### src/rtl/adpcm_4bit_encoder_unit_assert.svh
// ----------------------------------------------------------------------------
// ADPCM encoder assertion macros
// Shared concurrent assertion forms, clocked on clk and disabled in rst.
// ----------------------------------------------------------------------------
`ifndef ADPCM_4BIT_ENCODER_UNIT_ASSERT_SVH
`define ADPCM_4BIT_ENCODER_UNIT_ASSERT_SVH

// Same-cycle implication.
`define ADPCM_ASSERT_IMPLY(label, ante, cons, msg) \
  label: assert property (@(posedge clk) disable iff (rst) (ante) |-> (cons)) \
    else $error(msg);

// Next-cycle implication.
`define ADPCM_ASSERT_NEXT(label, ante, cons, msg) \
  label: assert property (@(posedge clk) disable iff (rst) (ante) |=> (cons)) \
    else $error(msg);

`endif

### src/rtl/adpcm4_pkg.sv
// ----------------------------------------------------------------------------
// ADPCM encoder package
// Step table, index adaptation, controller states and datapath commands.
// ----------------------------------------------------------------------------
package adpcm4_pkg;

  localparam int unsigned STEP_COUNT = 89;
  localparam logic [6:0] MAX_INDEX = 7'd88;
  localparam logic signed [17:0] PRED_MAX = 18'sd32767;
  localparam logic signed [17:0] PRED_MIN = -18'sd32768;

  localparam logic [14:0] STEP_TABLE [0:STEP_COUNT-1] = '{
    15'd7, 15'd8, 15'd9, 15'd10, 15'd11, 15'd12, 15'd13, 15'd14, 15'd16, 15'd17,
    15'd19, 15'd21, 15'd23, 15'd25, 15'd28, 15'd31, 15'd34, 15'd37, 15'd41, 15'd45,
    15'd50, 15'd55, 15'd60, 15'd66, 15'd73, 15'd80, 15'd88, 15'd97, 15'd107,
    15'd118, 15'd130, 15'd143, 15'd157, 15'd173, 15'd190, 15'd209, 15'd230,
    15'd253, 15'd279, 15'd307, 15'd337, 15'd371, 15'd408, 15'd449, 15'd494,
    15'd544, 15'd598, 15'd658, 15'd724, 15'd796, 15'd876, 15'd963, 15'd1060,
    15'd1166, 15'd1282, 15'd1411, 15'd1552, 15'd1707, 15'd1878, 15'd2066,
    15'd2272, 15'd2499, 15'd2749, 15'd3024, 15'd3327, 15'd3660, 15'd4026,
    15'd4428, 15'd4871, 15'd5358, 15'd5894, 15'd6484, 15'd7132, 15'd7845,
    15'd8630, 15'd9493, 15'd10442, 15'd11487, 15'd12635, 15'd13899, 15'd15289,
    15'd16818, 15'd18500, 15'd20350, 15'd22385, 15'd24623, 15'd27086, 15'd29794,
    15'd32767
  };

  typedef enum logic [3:0] {
    ST_IDLE = 4'b0001,
    ST_BIT2 = 4'b0010,
    ST_BIT1 = 4'b0100,
    ST_BIT0 = 4'b1000
  } state_t;

  typedef struct packed {
    logic       load;     // capture sample, difference and step size
    logic       trial;    // apply one quantizer bit decision
    logic [1:0] bit_sel;  // magnitude bit under test
    logic       commit;   // final bit, predictor and index update, result out
  } adpcm4_cmd_t;

  function automatic logic [14:0] step_size(input logic [6:0] idx);
    return STEP_TABLE[idx];
  endfunction

  function automatic logic signed [7:0] index_move(input logic [2:0] mag);
    logic signed [7:0] mv;
    case (mag)
      3'd4:    mv = 8'sd2;
      3'd5:    mv = 8'sd4;
      3'd6:    mv = 8'sd6;
      3'd7:    mv = 8'sd8;
      default: mv = -8'sd1;
    endcase
    return mv;
  endfunction

endpackage

### src/rtl/adpcm4_stream_if.sv
// ----------------------------------------------------------------------------
// ADPCM encoder stream interfaces
// Valid/ready channels for PCM samples in and ADPCM codes out.
// ----------------------------------------------------------------------------
interface adpcm4_pcm_if;
  logic               valid;
  logic               ready;
  logic signed [15:0] sample;
  logic               start_of_buffer;

  modport source (output valid, output sample, output start_of_buffer, input ready);
  modport sink (input valid, input sample, input start_of_buffer, output ready);
endinterface

interface adpcm4_code_if;
  logic       valid;
  logic       ready;
  logic [3:0] code;
  logic       high_nibble;

  modport source (output valid, output code, output high_nibble, input ready);
  modport sink (input valid, input code, input high_nibble, output ready);
endinterface

### src/rtl/adpcm4_ctrl.sv
// ----------------------------------------------------------------------------
// ADPCM encoder controller
// Sequences load and three quantizer steps, the last with commit; owns the output valid.
// ----------------------------------------------------------------------------
`include "adpcm_4bit_encoder_unit_assert.svh"

module adpcm4_ctrl (
  input  logic                     clk,
  input  logic                     rst,
  input  logic                     in_valid,
  output logic                     in_ready,
  output logic                     out_valid,
  input  logic                     out_ready,
  output adpcm4_pkg::adpcm4_cmd_t  cmd
);
  import adpcm4_pkg::*;

  state_t state;
  state_t state_next;
  logic   in_fire;
  logic   slot_free;

  assign in_ready  = (state == ST_IDLE);
  assign in_fire   = in_valid && in_ready;
  // The result register may be refilled in the cycle its transaction completes.
  assign slot_free = !out_valid || out_ready;

  always_comb begin
    cmd         = '0;
    state_next  = state;
    case (state)
      ST_IDLE: begin
        cmd.load = in_fire;
        if (in_fire) begin
          state_next = ST_BIT2;
        end
      end
      ST_BIT2: begin
        cmd.trial   = 1'b1;
        cmd.bit_sel = 2'd2;
        state_next  = ST_BIT1;
      end
      ST_BIT1: begin
        cmd.trial   = 1'b1;
        cmd.bit_sel = 2'd1;
        state_next  = ST_BIT0;
      end
      ST_BIT0: begin
        cmd.bit_sel = 2'd0;
        cmd.commit  = slot_free;
        if (slot_free) begin
          state_next = ST_IDLE;
        end
      end
      default: begin
        state_next = ST_IDLE;
      end
    endcase
  end

  always_ff @(posedge clk) begin
    if (rst) begin
      state     <= ST_IDLE;
      out_valid <= 1'b0;
    end else begin
      state <= state_next;
      if (cmd.commit) begin
        out_valid <= 1'b1;
      end else if (out_ready) begin
        out_valid <= 1'b0;
      end
    end
  end

  `ADPCM_ASSERT_NEXT(a_accept_starts, in_fire, state == ST_BIT2, "accept did not start quantizer")
  `ADPCM_ASSERT_IMPLY(a_commit_free, cmd.commit, slot_free, "commit overwrote pending result")
  `ADPCM_ASSERT_NEXT(a_commit_valid, cmd.commit, out_valid, "commit did not raise valid")
  `ADPCM_ASSERT_IMPLY(a_rose_commit, $rose(out_valid), $past(cmd.commit), "valid rose without commit")

endmodule

### src/rtl/adpcm4_datapath.sv
// ----------------------------------------------------------------------------
// ADPCM encoder datapath
// Difference, successive-approximation quantizer, predictor and step index.
// ----------------------------------------------------------------------------
module adpcm4_datapath (
  input  logic                     clk,
  input  logic                     rst,
  input  adpcm4_pkg::adpcm4_cmd_t  cmd,
  input  logic signed [15:0]       sample,
  input  logic                     start_of_buffer,
  output logic [3:0]               code,
  output logic                     high_nibble
);
  import adpcm4_pkg::*;

  // Architectural state.
  logic signed [15:0] pred;
  logic [6:0]         index;
  logic               odd;

  // Per-sample working registers.
  logic [15:0] abs_diff;
  logic        sign;
  logic [14:0] step;
  logic [17:0] acc;
  logic [2:0]  mag;

  logic signed [15:0] pred_eff;
  logic [6:0]         idx_raw;
  logic [6:0]         idx_eff;
  logic signed [16:0] diff;
  logic [16:0]        diff_mag;

  logic [17:0]        trial;
  logic               take;
  logic [17:0]        acc_f;
  logic [2:0]         mag_f;
  logic [16:0]        recon;
  logic signed [17:0] pred_sum;
  logic signed [15:0] pred_next;
  logic signed [7:0]  index_sum;
  logic [6:0]         index_next;

  // A start-of-buffer sample is coded against cleared state.
  assign pred_eff = start_of_buffer ? 16'sd0 : pred;
  assign idx_raw  = start_of_buffer ? 7'd0 : index;
  assign idx_eff  = (idx_raw > MAX_INDEX) ? MAX_INDEX : idx_raw;
  assign diff     = 17'(sample) - 17'(pred_eff);
  assign diff_mag = diff[16] ? (17'd0 - 17'(diff)) : 17'(diff);

  // Magnitude search: test 4*|diff| >= (mag + 2^k) * step, one bit per cycle while commit is not held.
  assign trial = acc + (18'(step) << cmd.bit_sel);
  assign take  = {abs_diff, 2'b00} >= trial;
  assign acc_f = take ? trial : acc;
  assign mag_f = {mag[2:1], take};

  assign recon    = 17'(acc_f[17:2]) + 17'(step[14:3]);
  assign pred_sum = sign ? (18'(pred) - 18'(recon)) : (18'(pred) + 18'(recon));

  always_comb begin
    if (pred_sum > PRED_MAX) begin
      pred_next = 16'(PRED_MAX);
    end else if (pred_sum < PRED_MIN) begin
      pred_next = 16'(PRED_MIN);
    end else begin
      pred_next = 16'(pred_sum);
    end
  end

  assign index_sum = $signed({1'b0, index}) + index_move(mag_f);

  always_comb begin
    if (index_sum < 8'sd0) begin
      index_next = 7'd0;
    end else if (index_sum > $signed({1'b0, MAX_INDEX})) begin
      index_next = MAX_INDEX;
    end else begin
      index_next = 7'(index_sum);
    end
  end

  always_ff @(posedge clk) begin
    if (rst) begin
      pred  <= '0;
      index <= '0;
      odd   <= 1'b0;
    end else if (cmd.load) begin
      pred  <= pred_eff;
      index <= idx_eff;
      if (start_of_buffer) begin
        odd <= 1'b0;
      end
    end else if (cmd.commit) begin
      pred  <= pred_next;
      index <= index_next;
      odd   <= ~odd;
    end
  end

  always_ff @(posedge clk) begin
    if (cmd.load) begin
      abs_diff <= diff_mag[15:0];
      sign     <= diff[16];
      step     <= step_size(idx_eff);
      acc      <= '0;
      mag      <= '0;
    end else if (cmd.trial && take) begin
      acc <= trial;
      mag <= mag | (3'b001 << cmd.bit_sel);
    end
    if (cmd.commit) begin
      code        <= {sign, mag_f};
      high_nibble <= ~odd;
    end
  end

endmodule

### src/rtl/adpcm_4bit_encoder_unit.sv
// A sample is accepted in ST_IDLE (the load cycle) and the next one only after commit.
// The three-step magnitude search in ST_BIT2, ST_BIT1 and ST_BIT0 (one compare per cycle,
// while commit is not held) ends in a step that also updates the predictor.
// A waiting result does not block the next sample unless it is still held at commit.
// Reset clears the predictor, step index and nibble position and empties the output.
// ----------------------------------------------------------------------------
// ADPCM 4-bit encoder
// Top level: controller and datapath for sign-magnitude IMA-style encoding.
// ----------------------------------------------------------------------------
module adpcm_4bit_encoder_unit (
  input logic          clk,
  input logic          rst,
  adpcm4_pcm_if.sink   pcm,
  adpcm4_code_if.source adpcm
);
  import adpcm4_pkg::*;

  adpcm4_cmd_t cmd;

  adpcm4_ctrl u_ctrl (
    .clk       (clk),
    .rst       (rst),
    .in_valid  (pcm.valid),
    .in_ready  (pcm.ready),
    .out_valid (adpcm.valid),
    .out_ready (adpcm.ready),
    .cmd       (cmd)
  );

  adpcm4_datapath u_datapath (
    .clk             (clk),
    .rst             (rst),
    .cmd             (cmd),
    .sample          (pcm.sample),
    .start_of_buffer (pcm.start_of_buffer),
    .code            (adpcm.code),
    .high_nibble     (adpcm.high_nibble)
  );

endmodule

### src/flat_wrapper.sv
// flat-port wrapper written by rule: the top's interface ports become plain ports
module adpcm_4bit_encoder_unit_flat import adpcm4_pkg::*;
  (clk, rst, pcm_valid, pcm_sample, pcm_start_of_buffer, pcm_ready, adpcm_valid, adpcm_code, adpcm_high_nibble, adpcm_ready);
  adpcm4_pcm_if pcm_i ();
  adpcm4_code_if adpcm_i ();
  input logic clk;
  input logic rst;
  input wire logic [$bits(pcm_i.valid)-1:0] pcm_valid;
  input wire logic [$bits(pcm_i.sample)-1:0] pcm_sample;
  input wire logic [$bits(pcm_i.start_of_buffer)-1:0] pcm_start_of_buffer;
  output wire logic [$bits(pcm_i.ready)-1:0] pcm_ready;
  output wire logic [$bits(adpcm_i.valid)-1:0] adpcm_valid;
  output wire logic [$bits(adpcm_i.code)-1:0] adpcm_code;
  output wire logic [$bits(adpcm_i.high_nibble)-1:0] adpcm_high_nibble;
  input wire logic [$bits(adpcm_i.ready)-1:0] adpcm_ready;
  assign pcm_i.valid = pcm_valid;
  assign pcm_i.sample = pcm_sample;
  assign pcm_i.start_of_buffer = pcm_start_of_buffer;
  assign pcm_ready = pcm_i.ready;
  assign adpcm_valid = adpcm_i.valid;
  assign adpcm_code = adpcm_i.code;
  assign adpcm_high_nibble = adpcm_i.high_nibble;
  assign adpcm_i.ready = adpcm_ready;
  adpcm_4bit_encoder_unit u_core (.clk(clk), .rst(rst), .pcm(pcm_i), .adpcm(adpcm_i));
endmodule
### config.mk
export PLATFORM = sky130hd
export DESIGN_NAME = adpcm_4bit_encoder_unit_flat
export DESIGN_NICKNAME = d
export VERILOG_FILES = /design/src/rtl/adpcm4_pkg.sv /design/src/rtl/adpcm4_stream_if.sv /design/src/rtl/adpcm4_ctrl.sv /design/src/rtl/adpcm4_datapath.sv /design/src/rtl/adpcm_4bit_encoder_unit.sv /design/src/flat_wrapper.sv
export VERILOG_INCLUDE_DIRS = /design/src /design/src/rtl
export SDC_FILE = /design/constraint.sdc
export NUM_CORES = 1
export LEC_CHECK = 0
export BUFFER_PORTS_ARGS = -buffer_cell sky130_fd_sc_hd__buf_4
export CAP_MARGIN = 10
export CORE_MARGIN = 3
export CORE_UTILIZATION = 50
export DETAILED_ROUTE_END_ITERATION = 8
export PLACE_DENSITY = 0.67
export SETUP_SLACK_MARGIN = 0.05
export SLEW_MARGIN = 0
export SYNTH_ARGS = -nofsm -noshare
export SYNTH_HDL_FRONTEND = slang
export SYNTH_SLANG_ARGS = --single-unit
### constraint.sdc
create_clock -name clk -period 10.77 [get_ports clk]
set_input_delay 1.6155 -clock clk [delete_from_list [all_inputs] [get_ports clk]]
set_output_delay 1.6155 -clock clk [all_outputs]
set_load 0.02 [all_outputs]
==> impl_metrics.py <==
metrics = {
    "status": {
        "status": "complete, no violations",
    },
    "logic_synthesis": {
        "ys_types": 80,
        "syn_area_um2": 9470,
        "synth.most_common_cell": "nand2_1",
        "yosysWarningCount": 0,
        "yosysTopAreaCell": "ha_1",
        "async_flop_share": 0,
        "syn_nets": 1346,
        "syn_inst": 1221,
        "yosys-top-cells-count": "nand2_1, nor2_1, a21oi_1, ha_1, o21ai_0",
        "yosys_most_used_dff": "dfxtp_1",
        "syn_avg_cell_area_um2": 7.76,
        "synth_area_leaders": "ha_1, edfxtp_1, dfxtp_1, xnor2_1, a21oi_1",
        "synth_top_area_frac": 0.131,
        "synth-edff-count": 37,
        "yosys_register_bits": 86,
        "yosysSeqAreaShare": 0.221,
    },
    "worst_setup_path": {
        "worstSetupPathDepth": 43,
        "slowest_stage": "or4b_1",
        "cp-startpoint": "u_core.u_ctrl.state[3]",
        "path_delay_family": "compound AO/OA/AOI/OAI gates",
        "cp_common_cell": "ha_1",
        "path_buf_inv": 5,
        "r2r_cells": 43,
        "max_stage_delay_ns": 0.47,
        "r2r_setup_slack_ns": 0.63,
        "crit_arrival_ns": 10.39,
        "required_ns": 11.02,
        "r2r-end": "u_core.u_datapath.pred[12]",
        "critPathMaxFanout": 12,
        "endpoint": "u_core.u_datapath.pred[12]",
        "startpoint_type": "flip-flop",
        "endpoint_kind": "flip-flop",
        "worstSetupPathType": "flip-flop to flip-flop",
        "reg2reg_from": "u_core.u_ctrl.state[3]",
    },
    "pwr": {
        "peakVddDrop_uv": 103,
        "intPower_uw": 840,
        "swShare": 0.411,
        "p_leak_uw": 0.00417,
        "powerDensity_nw_per_um2": 138,
        "p_comb_frac": 0.501,
        "switching_power_uw": 587,
        "pwr-share-clk": 0.230,
        "seq_power_share": 0.269,
        "p_total_uw": 1430,
    },
    "sta": {
        "worst_pin_slew_ns": 1.00,
        "final_hold_viol_count": 0,
        "post-route-min-period_ns": 10.14,
        "fmax_ghz": 0.0986,
        "post-route-period-util": 0.942,
        "setup_ws_ns": 0.627,
        "setup_viol": 0,
        "finalClockSkew_ns": 0.0118,
        "slew-limit-headroom": 0.330,
        "drv_slew": 0,
    },
    "clock_tree": {
        "htree_levels": 3,
        "path_clk_slew_ns": 0.07,
        "root_buffer": "clkbuf_16",
        "ctsHoldBuffers": 0,
        "clock_sinks": 86,
        "numCtsBuffers": 9,
        "cts_tree": "built",
        "clk_latency_ns": 0.36,
        "clk_path_buf_depth": 2,
    },
    "job": {
        "maxCapViolations": 0,
    },
    "placed_design": {
        "port_buffers": 27,
        "preCtsSetupSlack_ns": 0.186,
        "place_inst": 1435,
        "gp_congestion": 0.934,
        "dp_hpwl_um": 20500,
    },
    "routing": {
        "vias": 9135,
        "antenna_left": 0,
        "drc": 0,
        "via_per_inst": 6.27,
        "first_pass_iters": 6,
        "drt-total-wl_um": 27200,
        "drtIter0Drc": 1098,
        "wire_per_inst_um": 18.6,
    },
    "cells_and_area": {
        "num_antenna_cells": 0,
        "layout-drive-gt1-share": 0.0831,
        "stdcell_count": 1457,
        "nets": 1348,
        "area_growth_pct": 8.93,
        "utilization": 0.565,
    },
    "global_route": {
        "antenna_found_initial": 0,
        "track_usage": 0.262,
        "gr-total-overflow": 0,
        "grt_pass1_wl_um": 42900,
        "grt_max_degree": 61,
        "first_global_vias": 8168,
    },
    "floorplan": {
        "io_pins": 28,
        "start_util": 0.518,
        "core_region_area_um2": 18300,
        "die-area_um2": 20600,
        "fp.dieH_um": 144,
        "row_count": 49,
        "die-width_um": 144,
    },
    "hold_path": {
        "min_path_type": "flip-flop to flip-flop",
    },
}
layer usage:
layer  global-route usage  share of wire
met1                0.385           0.47
met2                0.389           0.43
met3               0.0526          0.077
met4               0.0758          0.025
met5                    0              0
tightest hold or removal path: stages, from the launching register on:
cell and delay (ns):
dfxtp_1 0.31, nand2_1 0.05, a21oi_1 0.05
final cells by class:
class                   instances  area (um^2)
fillers                      1729         7950
multi-input cells            1013         7010
flip-flops and latches         86         2090
repair buffers                 50          385
well taps                     229          287
clock buffers                  10          239
inverters                      63          236
clock inverters                 6         67.6
flip-flops by register name, summed over array words and instances (netlist names):
signal / cells
u_core.u_datapath.acc: 18
u_core.u_datapath.abs_diff: 16
u_core.u_datapath.pred: 16
u_core.u_datapath.step: 15
u_core.u_datapath.index: 7
u_core.u_ctrl.state: 4
u_core.u_datapath.code: 4
u_core.u_datapath.mag: 2
u_core.u_ctrl.out_valid: 1
u_core.u_datapath.high_nibble: 1
u_core.u_datapath.odd: 1
u_core.u_datapath.sign: 1
timing repair:
action / 4_1_cts / 5_1_grt
gates resized for setup: 1 / 15
pin swaps: 0 / 3
cloned: 0 / 1
buffers inserted: 0 / 5
setup endpoints to repair: 13 / 16
logic make-up (layout without fill, tap and decap cells):
kind of cell	after synthesis	in the layout	synth area share
multiplexers	32	32	0.0343
XOR/XNOR	91	91	0.0861
flip-flops	86	86	0.221
AO/OA/AOI/OAI	391	391	0.271
buffers and inverters	122	129	0.0489
AND/OR/NAND/NOR	395	395	0.198
adder cells (fa/ha/maj)	104	104	0.141
per-stage QoR:
stage                     area, um^2  setup TNS (ns)  hold slack, ns
after CTS                      10200               0           0.467
after global placement          9890               0           0.448
after floorplan                 9470               0           0.431
after detailed placement        9890               0           0.458
final                          10300               0           0.463
after global routing           10300          -0.112           0.482
worst min-delay path by stage:
| stage | startpoint | end | slack, ns | cells after the start |
|---|---|---|---|---|
| after floorplan | u_core.u_datapath.mag[1] | u_core.u_datapath.code[1] | 0.43 | 0 |
| after global placement | u_core.u_datapath.odd | u_core.u_datapath.high_nibble | 0.45 | 1 |
| after detailed placement | u_core.u_datapath.acc[0] | u_core.u_datapath.acc[0] | 0.46 | 2 |
| after CTS | u_core.u_datapath.acc[0] | u_core.u_datapath.acc[0] | 0.47 | 2 |
| after global routing | u_core.u_datapath.acc[0] | u_core.u_datapath.acc[0] | 0.48 | 2 |
| final | u_core.u_datapath.acc[0] | u_core.u_datapath.acc[0] | 0.46 | 2 |
placed cells by master (no fill, tap or decap), types with 5 or more instances in the layout:
| master | netlist | final |
|---|---|---|
| nand2b_1 | 28 | 28 |
| o21a_1 | 10 | 10 |
| a211oi_1 | 19 | 18 |
| ha_1 | 99 | 99 |
| mux2i_1 | 28 | 27 |
| and2_1 | 11 | 10 |
| o22ai_1 | 6 | 6 |
| nor3b_1 | 5 | 5 |
| o21bai_1 | 8 | 7 |
| inv_1 | 61 | 61 |
| xor2_1 | 24 | 23 |
| and3_1 | 10 | 10 |
| nor2_1 | 113 | 111 |
| nand4_1 | 5 | 5 |
| nand2_1 | 118 | 118 |
| nor3_1 | 28 | 28 |
| a21o_1 | 24 | 24 |
| a22oi_1 | 7 | 7 |
| buf_4 | 1 | 47 |
| o31ai_1 | 5 | 5 |
| nand3_1 | 31 | 31 |
| nand3b_1 | 8 | 8 |
| a221o_1 | 14 | 14 |
| dfxtp_1 | 49 | 49 |
| o21ai_0 | 86 | 86 |
| clkbuf_16 | 0 | 9 |
| fa_1 | 5 | 5 |
| o311ai_0 | 5 | 5 |
| edfxtp_1 | 37 | 37 |
| xnor2_1 | 66 | 66 |
| a21oi_1 | 110 | 110 |
| nor2b_1 | 16 | 16 |
| o221ai_1 | 6 | 6 |
| a31oi_1 | 14 | 14 |
| o211ai_1 | 17 | 17 |
power groups by stage:
| stage | registers [uW] | logic, uW | clock network (uW) |
|---|---|---|---|
| final | 384 | 715 | 328 |
| after global routing | 386 | 787 | 345 |
| after CTS | 383 | 699 | 333 |
| after detailed placement | 390 | 692 | 0 |
| after global placement | 390 | 683 | 0 |
| after floorplan | 379 | 536 | 0 |
Note: power is estimated with default switching activity, not from simulation.
